<file path="src/rtl/vole_machine_step_assert.svh">
// assertion macros for the vole machine step block
`ifndef VOLE_MACHINE_STEP_ASSERT_SVH
`define VOLE_MACHINE_STEP_ASSERT_SVH
`ifndef SYNTHESIS
`define VMS_ASSERT(lbl, clk, rst_n, prop, msg) \
    lbl: assert property (@(posedge clk) disable iff (!rst_n) (prop)) else $error(msg);
`define VMS_ASSERT_NEXT(lbl, clk, rst_n, pre, post, msg) \
    lbl: assert property (@(posedge clk) disable iff (!rst_n) (pre) |=> (post)) \
        else $error(msg);
`else
`define VMS_ASSERT(lbl, clk, rst_n, prop, msg)
`define VMS_ASSERT_NEXT(lbl, clk, rst_n, pre, post, msg)
`endif
`endif

</file>
<file path="src/rtl/vms_pkg.sv">
// shared types and constants of the vole machine step block
`timescale 1ns / 1ps
`default_nettype none

package vms_pkg;

    localparam int DATA_W      = 8;
    localparam int ADDR_W      = 8;
    localparam int WORD_W      = 16;
    localparam int REG_IDX_W   = 4;
    localparam int REG_DEPTH   = 16;
    localparam int BANK_ADDR_W = ADDR_W - 1;
    localparam int BANK_DEPTH  = 2 ** BANK_ADDR_W;

    localparam logic [ADDR_W-1:0] START_ADDRESS_RESET = 8'd48;

    localparam logic ITEM_WRITE = 1'b0;
    localparam logic ITEM_EXEC  = 1'b1;

    localparam logic [3:0] OP_LOAD  = 4'h1;
    localparam logic [3:0] OP_LOADI = 4'h2;
    localparam logic [3:0] OP_STORE = 4'h3;
    localparam logic [3:0] OP_MOVE  = 4'h4;
    localparam logic [3:0] OP_ADD   = 4'h5;
    localparam logic [3:0] OP_JUMP  = 4'hB;
    localparam logic [3:0] OP_HALT  = 4'hC;

    localparam logic [REG_IDX_W-1:0] REG_R0 = 4'd0;

    typedef struct packed {
        logic                   we;
        logic [BANK_ADDR_W-1:0] waddr;
        logic [DATA_W-1:0]      wdata;
        logic                   re;
        logic [BANK_ADDR_W-1:0] raddr;
    } bank_req_t;

    typedef struct packed {
        logic                 we;
        logic [REG_IDX_W-1:0] waddr;
        logic [DATA_W-1:0]    wdata;
        logic                 re;
        logic [REG_IDX_W-1:0] raddr_a;
        logic [REG_IDX_W-1:0] raddr_b;
    } rf_req_t;

    typedef struct packed {
        logic [ADDR_W-1:0]    pc_after;
        logic [WORD_W-1:0]    executed_word;
        logic                 is_halted;
        logic                 zero_fetch;
        logic                 screen_valid;
        logic [DATA_W-1:0]    screen_byte;
        logic                 reg_written;
        logic [REG_IDX_W-1:0] reg_number;
        logic [DATA_W-1:0]    reg_value;
    } rsp_payload_t;

endpackage

`default_nettype wire

</file>
<file path="src/rtl/vms_req_if.sv">
// request channel: program byte writes and execute commands
`timescale 1ns / 1ps
`default_nettype none

interface vms_req_if
    import vms_pkg::*;
();
    logic              valid;
    logic              ready;
    logic              opcode;
    logic [ADDR_W-1:0] address;
    logic [DATA_W-1:0] data;

    modport source (output valid, output opcode, output address, output data, input ready);
    modport sink   (input valid, input opcode, input address, input data, output ready);
endinterface

`default_nettype wire

</file>
<file path="src/rtl/vms_rsp_if.sv">
// response channel: one result per request transfer
`timescale 1ns / 1ps
`default_nettype none

interface vms_rsp_if
    import vms_pkg::*;
();
    logic                 valid;
    logic                 ready;
    logic [ADDR_W-1:0]    pc_after;
    logic [WORD_W-1:0]    executed_word;
    logic                 is_halted;
    logic                 zero_fetch;
    logic                 screen_valid;
    logic [DATA_W-1:0]    screen_byte;
    logic                 reg_written;
    logic [REG_IDX_W-1:0] reg_number;
    logic [DATA_W-1:0]    reg_value;

    modport source (
        output valid, output pc_after, output executed_word, output is_halted,
        output zero_fetch, output screen_valid, output screen_byte,
        output reg_written, output reg_number, output reg_value,
        input ready
    );
    modport sink (
        input valid, input pc_after, input executed_word, input is_halted,
        input zero_fetch, input screen_valid, input screen_byte,
        input reg_written, input reg_number, input reg_value,
        output ready
    );
endinterface

`default_nettype wire

</file>
<file path="src/rtl/vms_mem_bank.sv">
// one half of main memory (even or odd bytes), one write and one read port
`timescale 1ns / 1ps
`default_nettype none

module vms_mem_bank
    import vms_pkg::*;
(
    input  wire logic              clk,
    input  wire logic              rst_n,
    input  wire bank_req_t         req,
    output logic [DATA_W-1:0]      rdata
);

    logic [DATA_W-1:0]     mem_reg [BANK_DEPTH];
    logic [BANK_DEPTH-1:0] valid_reg;
    logic [DATA_W-1:0]     rd_data_reg;
    logic                  rd_valid_reg;
    logic                  same_addr;

    assign same_addr = req.we && (req.waddr == req.raddr);

    always_ff @(posedge clk)
    begin
        if (req.we)
        begin
            mem_reg[req.waddr] <= req.wdata;
        end
        // read during write returns the new byte
        if (req.re)
        begin
            rd_data_reg <= same_addr ? req.wdata : mem_reg[req.raddr];
        end
    end

    // entries never written read as zero
    always_ff @(posedge clk or negedge rst_n)
    begin
        if (!rst_n)
        begin
            valid_reg    <= '0;
            rd_valid_reg <= 1'b0;
        end
        else
        begin
            if (req.we)
            begin
                valid_reg[req.waddr] <= 1'b1;
            end
            if (req.re)
            begin
                rd_valid_reg <= valid_reg[req.raddr] || same_addr;
            end
        end
    end

    assign rdata = rd_valid_reg ? rd_data_reg : '0;

endmodule

`default_nettype wire

</file>
<file path="src/rtl/vms_regfile.sv">
// register file R0..RF, two read ports and one write port
`timescale 1ns / 1ps
`default_nettype none

module vms_regfile
    import vms_pkg::*;
(
    input  wire logic         clk,
    input  wire logic         rst_n,
    input  wire rf_req_t      req,
    output logic [DATA_W-1:0] rdata_a,
    output logic [DATA_W-1:0] rdata_b
);

    logic [DATA_W-1:0]    rf_reg [REG_DEPTH];
    logic [REG_DEPTH-1:0] valid_reg;
    logic [DATA_W-1:0]    rd_a_reg;
    logic [DATA_W-1:0]    rd_b_reg;
    logic                 rd_a_valid_reg;
    logic                 rd_b_valid_reg;

    always_ff @(posedge clk)
    begin
        if (req.we)
        begin
            rf_reg[req.waddr] <= req.wdata;
        end
        if (req.re)
        begin
            rd_a_reg <= rf_reg[req.raddr_a];
            rd_b_reg <= rf_reg[req.raddr_b];
        end
    end

    always_ff @(posedge clk or negedge rst_n)
    begin
        if (!rst_n)
        begin
            valid_reg      <= '0;
            rd_a_valid_reg <= 1'b0;
            rd_b_valid_reg <= 1'b0;
        end
        else
        begin
            if (req.we)
            begin
                valid_reg[req.waddr] <= 1'b1;
            end
            if (req.re)
            begin
                rd_a_valid_reg <= valid_reg[req.raddr_a];
                rd_b_valid_reg <= valid_reg[req.raddr_b];
            end
        end
    end

    assign rdata_a = rd_a_valid_reg ? rd_a_reg : '0;
    assign rdata_b = rd_b_valid_reg ? rd_b_reg : '0;

endmodule

`default_nettype wire

</file>
<file path="src/rtl/vole_machine_step.sv">
// top level of the vole machine step block: sequencer around memory and registers
// steps: an executed instruction goes through the decode and execute states before its result
// is registered; a program byte write, a zero fetch or a step while halted completes in decode.
// a new request is taken in idle, or in execute once the result can go out, so its fetch read overlaps that execute
// reset: pc = 48, halt clear, memory and registers read zero through per-entry valid
// bits that reset clears at once, so there is no clearing pass
`timescale 1ns / 1ps
`default_nettype none
`include "vole_machine_step_assert.svh"

module vole_machine_step
    import vms_pkg::*;
(
    input  wire logic              clk,
    input  wire logic              rst_n,
    input  wire logic              cfg_we,
    input  wire logic [ADDR_W-1:0] cfg_data,
    vms_req_if.sink                req,
    vms_rsp_if.source              rsp
);

    typedef enum logic [1:0] {ST_IDLE, ST_DECODE, ST_EXEC} state_t;

    state_t               state_reg, state_next;
    logic [ADDR_W-1:0]    pc_reg, pc_next;
    logic                 halt_reg, halt_next;
    logic                 item_op_reg, item_op_next;
    logic [ADDR_W-1:0]    item_addr_reg, item_addr_next;
    logic [DATA_W-1:0]    item_data_reg, item_data_next;
    logic [WORD_W-1:0]    ir_reg, ir_next;
    logic                 rsp_valid_reg, rsp_valid_next;
    rsp_payload_t         rsp_data_reg, rsp_data_next;

    bank_req_t            bank_req [2];
    logic [DATA_W-1:0]    bank_rd [2];
    rf_req_t              rf_req;
    logic [DATA_W-1:0]    rf_rd_a;
    logic [DATA_W-1:0]    rf_rd_b;

    logic                 can_complete;
    logic                 req_xfer;

    logic [DATA_W-1:0]    dc_b1;
    logic [DATA_W-1:0]    dc_b2;
    logic [3:0]           dc_code;

    logic [3:0]           ex_code;
    logic [REG_IDX_W-1:0] ex_r;
    logic [REG_IDX_W-1:0] ex_t;
    logic [DATA_W-1:0]    ex_xy;
    logic [DATA_W-1:0]    ex_mem;
    logic                 ex_jump;
    logic [ADDR_W-1:0]    exec_pc;

    logic [ADDR_W-1:0]    fetch_pc;
    logic [ADDR_W-1:0]    fetch_pc1;
    logic [ADDR_W-1:0]    fetch_even;
    logic [ADDR_W-1:0]    fetch_odd;

    vms_mem_bank u_bank_even (
        .clk   (clk),
        .rst_n (rst_n),
        .req   (bank_req[0]),
        .rdata (bank_rd[0])
    );

    vms_mem_bank u_bank_odd (
        .clk   (clk),
        .rst_n (rst_n),
        .req   (bank_req[1]),
        .rdata (bank_rd[1])
    );

    vms_regfile u_regfile (
        .clk     (clk),
        .rst_n   (rst_n),
        .req     (rf_req),
        .rdata_a (rf_rd_a),
        .rdata_b (rf_rd_b)
    );

    assign can_complete = !rsp_valid_reg || rsp.ready;
    assign req.ready    = (state_reg == ST_IDLE) || ((state_reg == ST_EXEC) && can_complete);
    assign req_xfer     = req.valid && req.ready;

    // the two instruction bytes always sit in different banks
    assign dc_b1   = pc_reg[0] ? bank_rd[1] : bank_rd[0];
    assign dc_b2   = pc_reg[0] ? bank_rd[0] : bank_rd[1];
    assign dc_code = dc_b1[7:4];

    assign ex_code = ir_reg[15:12];
    assign ex_r    = ir_reg[11:8];
    assign ex_t    = ir_reg[3:0];
    assign ex_xy   = ir_reg[7:0];
    assign ex_mem  = ex_xy[0] ? bank_rd[1] : bank_rd[0];
    assign ex_jump = (ex_code == OP_JUMP) && (rf_rd_a == rf_rd_b);
    assign exec_pc = ex_jump ? ex_xy : pc_reg;

    // a transfer in the execute cycle fetches from the pc this instruction leaves
    assign fetch_pc   = (state_reg == ST_EXEC) ? exec_pc : pc_reg;
    assign fetch_pc1  = fetch_pc + 8'd1;
    assign fetch_even = fetch_pc[0] ? fetch_pc1 : fetch_pc;
    assign fetch_odd  = fetch_pc[0] ? fetch_pc : fetch_pc1;

    always_comb
    begin
        state_next     = state_reg;
        pc_next        = pc_reg;
        halt_next      = halt_reg;
        item_op_next   = item_op_reg;
        item_addr_next = item_addr_reg;
        item_data_next = item_data_reg;
        ir_next        = ir_reg;
        rsp_valid_next = rsp_valid_reg;
        rsp_data_next  = rsp_data_reg;
        bank_req[0]    = '0;
        bank_req[1]    = '0;
        rf_req         = '0;

        if (rsp_valid_reg && rsp.ready)
        begin
            rsp_valid_next = 1'b0;
        end

        unique case (state_reg)
            ST_IDLE:
            begin
                if (cfg_we)
                begin
                    pc_next = cfg_data;
                end
            end
            ST_DECODE:
            begin
                if (item_op_reg == ITEM_WRITE)
                begin
                    if (can_complete)
                    begin
                        bank_req[item_addr_reg[0]].we    = 1'b1;
                        bank_req[item_addr_reg[0]].waddr = item_addr_reg[ADDR_W-1:1];
                        bank_req[item_addr_reg[0]].wdata = item_data_reg;
                        rsp_valid_next                   = 1'b1;
                        rsp_data_next                    = '0;
                        rsp_data_next.pc_after           = pc_reg;
                        rsp_data_next.is_halted          = halt_reg;
                        state_next                       = ST_IDLE;
                    end
                end
                else if (halt_reg || (dc_b1 == '0))
                begin
                    if (can_complete)
                    begin
                        rsp_valid_next           = 1'b1;
                        rsp_data_next            = '0;
                        rsp_data_next.pc_after   = pc_reg;
                        rsp_data_next.is_halted  = halt_reg;
                        rsp_data_next.zero_fetch = !halt_reg;
                        state_next               = ST_IDLE;
                    end
                end
                else
                begin
                    ir_next = {dc_b1, dc_b2};
                    pc_next = pc_reg + 8'd2;
                    // operand reads: memory byte at XY and up to two registers
                    bank_req[0].re    = 1'b1;
                    bank_req[0].raddr = dc_b2[ADDR_W-1:1];
                    bank_req[1].re    = 1'b1;
                    bank_req[1].raddr = dc_b2[ADDR_W-1:1];
                    rf_req.re         = 1'b1;
                    rf_req.raddr_a    = ((dc_code == OP_MOVE) || (dc_code == OP_ADD))
                                        ? dc_b2[7:4] : dc_b1[3:0];
                    rf_req.raddr_b    = (dc_code == OP_ADD) ? dc_b2[3:0] : REG_R0;
                    state_next        = ST_EXEC;
                end
            end
            ST_EXEC:
            begin
                if (can_complete)
                begin
                    rsp_valid_next              = 1'b1;
                    rsp_data_next               = '0;
                    rsp_data_next.pc_after      = exec_pc;
                    rsp_data_next.executed_word = ir_reg;
                    rsp_data_next.is_halted     = halt_reg || (ex_code == OP_HALT);
                    pc_next                     = exec_pc;
                    halt_next                   = halt_reg || (ex_code == OP_HALT);
                    state_next                  = ST_IDLE;
                    unique case (ex_code)
                        OP_LOAD:
                        begin
                            rf_req.we    = 1'b1;
                            rf_req.waddr = ex_r;
                            rf_req.wdata = ex_mem;
                        end
                        OP_LOADI:
                        begin
                            rf_req.we    = 1'b1;
                            rf_req.waddr = ex_r;
                            rf_req.wdata = ex_xy;
                        end
                        OP_MOVE:
                        begin
                            rf_req.we    = 1'b1;
                            rf_req.waddr = ex_t;
                            rf_req.wdata = rf_rd_a;
                        end
                        OP_ADD:
                        begin
                            rf_req.we    = 1'b1;
                            rf_req.waddr = ex_r;
                            rf_req.wdata = rf_rd_a + rf_rd_b;
                        end
                        OP_STORE:
                        begin
                            bank_req[ex_xy[0]].we      = 1'b1;
                            bank_req[ex_xy[0]].waddr   = ex_xy[ADDR_W-1:1];
                            bank_req[ex_xy[0]].wdata   = rf_rd_a;
                            rsp_data_next.screen_valid = (ex_xy == '0);
                            rsp_data_next.screen_byte  = (ex_xy == '0) ? rf_rd_a : '0;
                        end
                        default:
                        begin
                        end
                    endcase
                    rsp_data_next.reg_written = rf_req.we;
                    rsp_data_next.reg_number  = rf_req.waddr;
                    rsp_data_next.reg_value   = rf_req.wdata;
                end
            end
            default:
            begin
                state_next = ST_IDLE;
            end
        endcase

        if (req_xfer)
        begin
            state_next        = ST_DECODE;
            item_op_next      = req.opcode;
            item_addr_next    = req.address;
            item_data_next    = req.data;
            bank_req[0].re    = 1'b1;
            bank_req[0].raddr = fetch_even[ADDR_W-1:1];
            bank_req[1].re    = 1'b1;
            bank_req[1].raddr = fetch_odd[ADDR_W-1:1];
        end
    end

    always_ff @(posedge clk or negedge rst_n)
    begin
        if (!rst_n)
        begin
            state_reg     <= ST_IDLE;
            pc_reg        <= START_ADDRESS_RESET;
            halt_reg      <= 1'b0;
            item_op_reg   <= ITEM_WRITE;
            item_addr_reg <= '0;
            item_data_reg <= '0;
            ir_reg        <= '0;
            rsp_valid_reg <= 1'b0;
            rsp_data_reg  <= '0;
        end
        else
        begin
            state_reg     <= state_next;
            pc_reg        <= pc_next;
            halt_reg      <= halt_next;
            item_op_reg   <= item_op_next;
            item_addr_reg <= item_addr_next;
            item_data_reg <= item_data_next;
            ir_reg        <= ir_next;
            rsp_valid_reg <= rsp_valid_next;
            rsp_data_reg  <= rsp_data_next;
        end
    end

    assign rsp.valid         = rsp_valid_reg;
    assign rsp.pc_after      = rsp_data_reg.pc_after;
    assign rsp.executed_word = rsp_data_reg.executed_word;
    assign rsp.is_halted     = rsp_data_reg.is_halted;
    assign rsp.zero_fetch    = rsp_data_reg.zero_fetch;
    assign rsp.screen_valid  = rsp_data_reg.screen_valid;
    assign rsp.screen_byte   = rsp_data_reg.screen_byte;
    assign rsp.reg_written   = rsp_data_reg.reg_written;
    assign rsp.reg_number    = rsp_data_reg.reg_number;
    assign rsp.reg_value     = rsp_data_reg.reg_value;

    `VMS_ASSERT(a_no_xfer_in_decode, clk, rst_n,
        (state_reg != ST_DECODE) || !req.ready, "request ready in decode stage")
    `VMS_ASSERT_NEXT(a_xfer_to_decode, clk, rst_n,
        req_xfer, state_reg == ST_DECODE, "transfer did not enter decode")
    `VMS_ASSERT_NEXT(a_exec_stall_holds, clk, rst_n,
        (state_reg == ST_EXEC) && !can_complete,
        (state_reg == ST_EXEC) && $stable(ir_reg), "stalled execute lost its instruction")
    `VMS_ASSERT_NEXT(a_halt_sticky, clk, rst_n, halt_reg, halt_reg, "halt flag cleared")
    `VMS_ASSERT(a_one_bank_write, clk, rst_n,
        !(bank_req[0].we && bank_req[1].we), "both banks written in one cycle")

endmodule

`default_nettype wire

</file>
<file path="src/flat_wrapper.sv">
// flat-port wrapper written by rule: the top's interface ports become plain ports
module vole_machine_step_flat import vms_pkg::*;
  (clk, rst_n, cfg_we, cfg_data, req_valid, req_opcode, req_address, req_data, req_ready, rsp_valid, rsp_pc_after, rsp_executed_word, rsp_is_halted, rsp_zero_fetch, rsp_screen_valid, rsp_screen_byte, rsp_reg_written, rsp_reg_number, rsp_reg_value, rsp_ready);
  vms_req_if req_i ();
  vms_rsp_if rsp_i ();
  input  wire logic clk;
  input  wire logic rst_n;
  input  wire logic cfg_we;
  input  wire logic [ADDR_W-1:0] cfg_data;
  input wire logic [$bits(req_i.valid)-1:0] req_valid;
  input wire logic [$bits(req_i.opcode)-1:0] req_opcode;
  input wire logic [$bits(req_i.address)-1:0] req_address;
  input wire logic [$bits(req_i.data)-1:0] req_data;
  output wire logic [$bits(req_i.ready)-1:0] req_ready;
  output wire logic [$bits(rsp_i.valid)-1:0] rsp_valid;
  output wire logic [$bits(rsp_i.pc_after)-1:0] rsp_pc_after;
  output wire logic [$bits(rsp_i.executed_word)-1:0] rsp_executed_word;
  output wire logic [$bits(rsp_i.is_halted)-1:0] rsp_is_halted;
  output wire logic [$bits(rsp_i.zero_fetch)-1:0] rsp_zero_fetch;
  output wire logic [$bits(rsp_i.screen_valid)-1:0] rsp_screen_valid;
  output wire logic [$bits(rsp_i.screen_byte)-1:0] rsp_screen_byte;
  output wire logic [$bits(rsp_i.reg_written)-1:0] rsp_reg_written;
  output wire logic [$bits(rsp_i.reg_number)-1:0] rsp_reg_number;
  output wire logic [$bits(rsp_i.reg_value)-1:0] rsp_reg_value;
  input wire logic [$bits(rsp_i.ready)-1:0] rsp_ready;
  assign req_i.valid = req_valid;
  assign req_i.opcode = req_opcode;
  assign req_i.address = req_address;
  assign req_i.data = req_data;
  assign req_ready = req_i.ready;
  assign rsp_valid = rsp_i.valid;
  assign rsp_pc_after = rsp_i.pc_after;
  assign rsp_executed_word = rsp_i.executed_word;
  assign rsp_is_halted = rsp_i.is_halted;
  assign rsp_zero_fetch = rsp_i.zero_fetch;
  assign rsp_screen_valid = rsp_i.screen_valid;
  assign rsp_screen_byte = rsp_i.screen_byte;
  assign rsp_reg_written = rsp_i.reg_written;
  assign rsp_reg_number = rsp_i.reg_number;
  assign rsp_reg_value = rsp_i.reg_value;
  assign rsp_i.ready = rsp_ready;
  vole_machine_step u_core (.clk(clk), .rst_n(rst_n), .cfg_we(cfg_we), .cfg_data(cfg_data), .req(req_i), .rsp(rsp_i));
endmodule
</file>
<file path="config.mk">
export PLATFORM = sky130hd
export DESIGN_NAME = vole_machine_step_flat
export DESIGN_NICKNAME = d
export VERILOG_FILES = /design/src/rtl/vms_pkg.sv /design/src/rtl/vms_req_if.sv /design/src/rtl/vms_rsp_if.sv /design/src/rtl/vms_mem_bank.sv /design/src/rtl/vms_regfile.sv /design/src/rtl/vole_machine_step.sv /design/src/flat_wrapper.sv
export VERILOG_INCLUDE_DIRS = /design/src /design/src/rtl
export SDC_FILE = /design/constraint.sdc
export NUM_CORES = 2
export LEC_CHECK = 0
export BUFFER_PORTS_ARGS = -buffer_cell sky130_fd_sc_hd__buf_2
export CAP_MARGIN = 20
export CORE_UTILIZATION = 40
export CTS_CLUSTER_DIAMETER = 150
export DETAILED_ROUTE_END_ITERATION = 7
export GPL_TIMING_DRIVEN = 1
export HOLD_SLACK_MARGIN = 0.15
export PLACE_DENSITY_LB_ADDON = 0.12
export SYNTH_ARGS = -nofsm -noshare
export SYNTH_HDL_FRONTEND = slang
export SYNTH_SLANG_ARGS = --single-unit
</file>
<file path="constraint.sdc">
create_clock -name clk -period 12.2 [get_ports clk]
set_input_delay 0.61 -clock clk [delete_from_list [all_inputs] [get_ports clk]]
set_output_delay 0.61 -clock clk [all_outputs]
set_load 0.01 [all_outputs]
</file>
**After elaboration in Yosys (flattened, before gate mapping)**

Memories as Yosys holds them, arrays and structs flattened. A register that Yosys moved wholly into a read port is not among the register bits.
Cells that the tools add are included.

- $lt $le $gt $ge: 14
- Eq/ne operators: 21
- Multiplexer cells: 89
- Reduce and logical (&&, ||, !) cells: 29
- $add $sub $neg: 3
- Bitwise gates (word level): 6

Operators with widths:

| cell | count |
|---|---|
| 48-bit two-way mux | 8 |
| 128-bit OR | 2 |
| 48-bit bitwise mux | 4 |
| 48-bit one-hot mux with 2 select lines | 2 |
| 8-bit two-way mux | 21 |
| 24-bit demux with 1-bit select | 6 |
| 16-bit two-way mux | 4 |
| 13-bit one-hot mux with 4 select lines | 1 |
| 24-bit two-way mux | 2 |
| 23-bit two-way mux | 2 |
| 9-bit two-way mux | 4 |
| 7-bit by 8-bit < comparator with 1-bit output (second input constant) | 4 |
| 13-bit two-way mux | 2 |
| 8-bit one-hot mux with 3 select lines | 1 |
| 1-bit two-way mux | 17 |
| 4-bit by 3-bit equality test with 1-bit output (second input constant) | 4 |
| 8-bit zero test | 2 |
| 16-bit OR | 1 |
| 4-bit by 5-bit < comparator with 1-bit output (second input constant) | 3 |
| 1-bit binary-select mux with 7-bit select | 2 |
| 1-bit demux with 7-bit select | 2 |
| 7-bit equality test | 2 |
| 7-bit by 1-bit greater-or-equal comparator with 1-bit output (second input constant) | 2 |
| 1-bit logical AND | 11 |
| 32 further kinds | 53 |

- RAM bits: 2,176
- Input port bits: 30
- Memories: 3
- Logic and storage cells: 189
- Output and inout port bits: 50
- Flip-flop bits (word level): 369

Memories:

| name | words | width | read ports | clocked after memory_dff | wr ports | RTL line | RTL |
|---|---|---|---|---|---|---|---|
| u_core.u_bank_even.mem_reg | 128 | 8 | 1 | 1 | 1 | vms_mem_bank.sv:14 | `logic [DATA_W-1:0] mem_reg [BANK_DEPTH];` |
| u_core.u_bank_odd.mem_reg | 128 | 8 | 1 | 1 | 1 | vms_mem_bank.sv:14 |  |
| u_core.u_regfile.rf_reg | 16 | 8 | 2 | 2 | 1 | vms_regfile.sv:15 | `logic [DATA_W-1:0] rf_reg [REG_DEPTH];` |

**Logic depth before layout (Yosys ltp)**

- Depth after elaboration: 15
- Mapped depth: 29
- Mapped depth without buffers: 22

**By module**

A second synthesis with hierarchy kept.

- Cells, all modules: 5,741
- Area total of the unflattened synthesis: 105,195.9 sq um

Modules (own cells, without submodules):

| module | times used | cells each | area each (sq um) |
|---|---|---|---|
| vms_mem_bank | 2 | 2,368 | 45,832.7 |
| vms_regfile | 1 | 333 | 7,499.7 |
| vole_machine_step | 1 | 672 | 6,030.8 |

**Worst setup path after synthesis**

No wires, ideal clock.

- Path kind: reg-to-reg
- From: reg u_core.state_reg[0]
- To: mem u_core.u_bank_even.mem_reg[0][4], data pin
- Required time: 11,304 ps
- Library setup time: 896 ps
- Setup slack: 5,992 ps
- Stages on the path, launching flop included: 8
- Data arrival time: 5,312 ps
- Period minus slack after synthesis: 6,208 ps
- Cell sequence: dfrtp_1 -> inv_1 -> ha_1 -> clkbuf_1 -> nor4b_2 -> clkbuf_1 -> nand2_1 -> a21oi_1

RTL lines:

| item | RTL line | RTL |
|---|---|---|
| start: declaration | vole_machine_step.sv:24 | `state_t state_reg, state_next;` |
| start signal: assignment | vole_machine_step.sv:266 | `state_reg <= state_next;` |
| end: declaration | vms_mem_bank.sv:14 |  |

**Worst setup path in the final report**

- From: reg u_core.u_regfile.rd_a_valid_reg
- To: reg u_core.u_bank_odd.rd_data_reg[6] (read register of u_core.u_bank_odd.mem_reg), data pin

- Longest elaborated chain between the ends: 8

RTL lines:

| item | RTL line | RTL |
|---|---|---|
| start: declaration | vms_regfile.sv:19 | `logic rd_a_valid_reg;` |
| start signal: assignment | vms_regfile.sv:51 | `rd_a_valid_reg <= valid_reg[req.raddr_a];` |
| 8-bit two-way mux * | vms_regfile.sv:57 | `assign rdata_a = rd_a_valid_reg ? rd_a_reg : '0;` |
| 8-bit equality test * | vole_machine_step.sv:96 | `assign ex_jump = (ex_code == OP_JUMP) && (rf_rd_a == rf_rd_b);` |
| 1-bit logical AND * | vole_machine_step.sv:96 |  |
| 8-bit two-way mux * | vole_machine_step.sv:97 | `assign exec_pc = ex_jump ? ex_xy : pc_reg;` |
| 8-bit two-way mux * | vole_machine_step.sv:100 | `assign fetch_pc = (state_reg == ST_EXEC) ? exec_pc : pc_reg;` |
| net u_core.fetch_pc[1] | vole_machine_step.sv:55 | `logic [ADDR_W-1:0] fetch_pc;` |
| 8-bit by 1-bit adder with 8-bit output | vole_machine_step.sv:101 | `assign fetch_pc1 = fetch_pc + 8'd1;` |
| 8-bit two-way mux * | vole_machine_step.sv:103 | `assign fetch_odd = fetch_pc[0] ? fetch_pc : fetch_pc1;` |
| 8-bit two-way mux * | vole_machine_step.sv:237 | `if (req_xfer)` |
| end: declaration | vms_mem_bank.sv:16 | `logic [DATA_W-1:0] rd_data_reg;` |

The timed path passes the listed nets; every way through them passes the cells marked *.
A chain may end at the register's enable or synchronous reset.

==> impl_summary.txt <==
----------------------------------------------------
[Finish]
  Most common cell after layout, fill and taps aside ... nand2_1
  Post-route core utilization ... 45.5%
  Number of standard cells in the final layout excluding fillers ... 12600
  Area added between synthesis and finish ... 12.8%
  Final layout net count ... 8855
  Most used cells in the layout excluding fill and tap cells ... 2364 x nand2_1, 2208 x edfxtp_1, 818 x nand3_1
  Ratio of cells with drive above 1 in the final layout ... 11.9%

[Synth]
  Synth unique cells ... 91
  Top_reg_cell synth ... edfxtp_1
  Post-synthesis cell count ... 8753
  Top cells by area, synth ... edfxtp_1 62%, dfrtp_1 8.5%, nand2_1 8.3%, nand3_1 3.8%, mux2i_1 1.9%
  Count of warnings emitted by yosys ... 0
  Area of the mapped netlist ... 107000 um2
  Largest area contributor in the synthesized netlist ... edfxtp_1
  Flops & latches, synth ... 2577
  Async set-reset flop share out of synthesis ... 14.3%
  Sequential element share of the synthesized area ... 70.3%
  Syn Nets ... 8799
  Synthesized area per cell ... 12.3 um2
  Share of the synthesized area in the top cell type ... 61.7%
  Count of flip-flops with a built-in enable after synthesis ... 2208

[CTS]
  Buffer cell driving the clock tree root ... clkbuf_16
  Cts hold-fix bufs ... 26
  TritonCTS clock tree ... yes
  H-tree levels ... 5
  Number of setup buffers added after CTS ... 0
  Clock transition at the register clock pins on the worst setup and hold paths after CTS ... 0.06 ns
  Post-cts gate resize count ... 0
  CTS sink cnt ... 2577
  Deepest clock path buffer count ... 4
  Clock insertion delay at the later pin of the skew report ... 0.87 ns
  Inserted Clock Buffers ... 294

[Flow run]
  Number of violations of the max-capacitance limit ... 0

[Timing]
  Actual slew at the worst max-slew pin ... 1.15 ns
  Final period demand of the worst path ... 8.25 ns
  RSZ-0062 raised after global routing ... no
  Ratio of final minimum period to clock period ... 67.7%
  Worst-case clock skew ... 0.0537 ns
  Total Neg Setup Slack ... 0 ns
  Endpoints failing hold ... 0
  Highest Clock Rate ... 121 MHz
  Setup violators final ... 0
  Slew Limit Fails ... 0
  Rel. slew slack ... 23.0%

[Global route]
  Number of global-route vias before repair ... 69200
  Maximum number of pins on one net before global-route repair ... 165
  GR Util All Layers ... 25.3%
  Overflow left after global routing ... 0
  Wire length of the first global-routing pass ... 504000 um
  Number of antenna violations at the first check in global routing ... 7

[Placed design]
  Number of input and output port buffers inserted ... 79
  Cell Count Post-Placement ... 12000
  Post-detailed-placement half-perimeter wirelength ... 209000 um
  GPL Wtd Cong ... 0.868

[Floorplanning]
  # IOs ... 80
  Core Area ... 266000 um2
  Y dimension of the die ... 520 um
  Die Width ... 520 um
  Initial standard-cell utilization of the core ... 40.4%
  Number of placement rows ... 189
  Die area ... 271000 um2

[Setup path]
  Sort of element at the end of the critical path ... register
  Data arrival, critical path ... 8.86 ns
  CP Data Required Time ... 12.81 ns
  Maximum fanout along the worst path ... 146
  Class of the most critical setup path ... reg2reg
  Startpoint types ... register

[Power]
  Power per unit of standard cell area ... 227 nW/um2
  Final Power ... 27.5 mW
  Leak Pwr ... 43.2 nW
  Worst vdd rail ir drop ... 0.198 mV

[Detailed routing]
  Post-route ant nets ... 0
  Drt drc ... 0
  Per-cell via count in the routed design ... 5.79
  WL/cell ... 27.7 um
  Initial DRC count ... 7822
  Detailed-route via count ... 72800
  Router iterations before antenna repair ... 6
  Drt total wl ... 349000 um

[Status]
  Run status ... complete, no violations

[Worst hold path]
  Hold Path Class ... in2reg

----------------------------------------------------
-- metal layers --
metal | part of all wire [%] | wire length [um] | GRT usage, %
met2 | 45 | 158000 | 38.7
met1 | 44 | 154000 | 36.9
met4 | 2.7 | 9340 | 6.74
met5 | 0.0049 | 17 | 0
met3 | 7.9 | 27400 | 4.40
-- worst paths after layout --
path / cells past startpoint / start / endpoint / slack, ns
min in group asynchronous: 2 / rst_n / u_core.u_bank_even.valid_reg[51] / 0.33
max in group asynchronous: 4 / rst_n / u_core.rsp.valid / 9.72
max reg2reg: 21 / u_core.u_regfile.rd_a_valid_reg / u_core.u_bank_odd.rd_data_reg[6] / 3.95
min reg2reg: 2 / u_core.rsp.executed_word[4] / u_core.rsp.executed_word[4] / 0.46
max: 21 / u_core.u_regfile.rd_a_valid_reg / u_core.u_bank_odd.rd_data_reg[6] / 3.95
min: 3 / req_valid / u_core.state_reg[1] / 0.24
-- layout make-up --
cell class,instances,area (um2)
multi-input cells,5597,29600
flip-flops and latches,2577,75500
clock buffers,442,8400
repair buffers,308,2430
fillers,24200,145000
clock inverters,90,768
well taps,3533,4420
diodes,2,5.00
inverters,31,131
-- report_power, final --
| part | internal, mW | switching [mW] | total, mW |
|---|---|---|---|
| registers | 9.98 | 0.323 | 10.3 |
| logic | 2.35 | 6.29 | 8.64 |
| clock network | 4.93 | 3.61 | 8.54 |
| total | 17.3 | 10.2 | 27.5 |
-- stage by stage --
step | cell area [um2] | setup WS, ns | hold slack, ns
after floorplan | 107000 | 5.99 | 0.314
after global placement | 112000 | 4.31 | 0.447
after detailed placement | 112000 | 4.19 | 0.451
after CTS | 121000 | 4.13 | 0.178
after global routing | 121000 | 3.51 | 0.220
final | 121000 | 3.95 | 0.239
-- cells by family after synthesis --
| kind of cell | after synthesis | share of synthesized area, % |
|---|---|---|
| xor+xnor | 36 | 0.293 |
| compound gates | 1004 | 6.56 |
| flops | 2577 | 70.3 |
| buf+inv | 579 | 2.50 |
| mux | 241 | 2.49 |
| fa+ha+maj | 16 | 0.193 |
| simple gates | 4300 | 17.7 |
-- synthesized netlist by cell type, types with 31 or more instances --
master,count
nand3_1,821
inv_1,31
a221oi_1,31
o21ai_0,143
o221ai_1,37
or2_2,275
a311oi_1,157
nand4_1,42
a22oi_1,60
edfxtp_1,2208
a21oi_1,150
nor2_1,414
mux2i_1,199
o22ai_1,40
a211oi_1,50
a31oi_1,159
dfrtp_1,367
and3_1,197
buf_4,33
nand2_1,2368
clkbuf_1,172
buf_2,304
nor3_1,61
buf_1,38
-- critical path: stages (launching register included) --
cell and delay (ns):
dfrtp_1 0.59, nand2_1 0.15, inv_1 0.14, ha_1 0.29, nor3_1 0.52, and2_1 0.25, and4_1 0.69, nand2_1 0.10
o21ai_0 0.20, ha_1 0.47, nor2b_1 0.23, nor2_1 0.07, mux2i_2 0.67, a21o_4 0.74, buf_12 0.50, mux2_2 0.41
nand4_1 0.11, o41ai_1 0.09, nor4bb_1 0.77, a41oi_1 0.25, nor4b_1 0.44, a21oi_1 0.07
No activity file was read; power rests on OpenSTA's default activity.
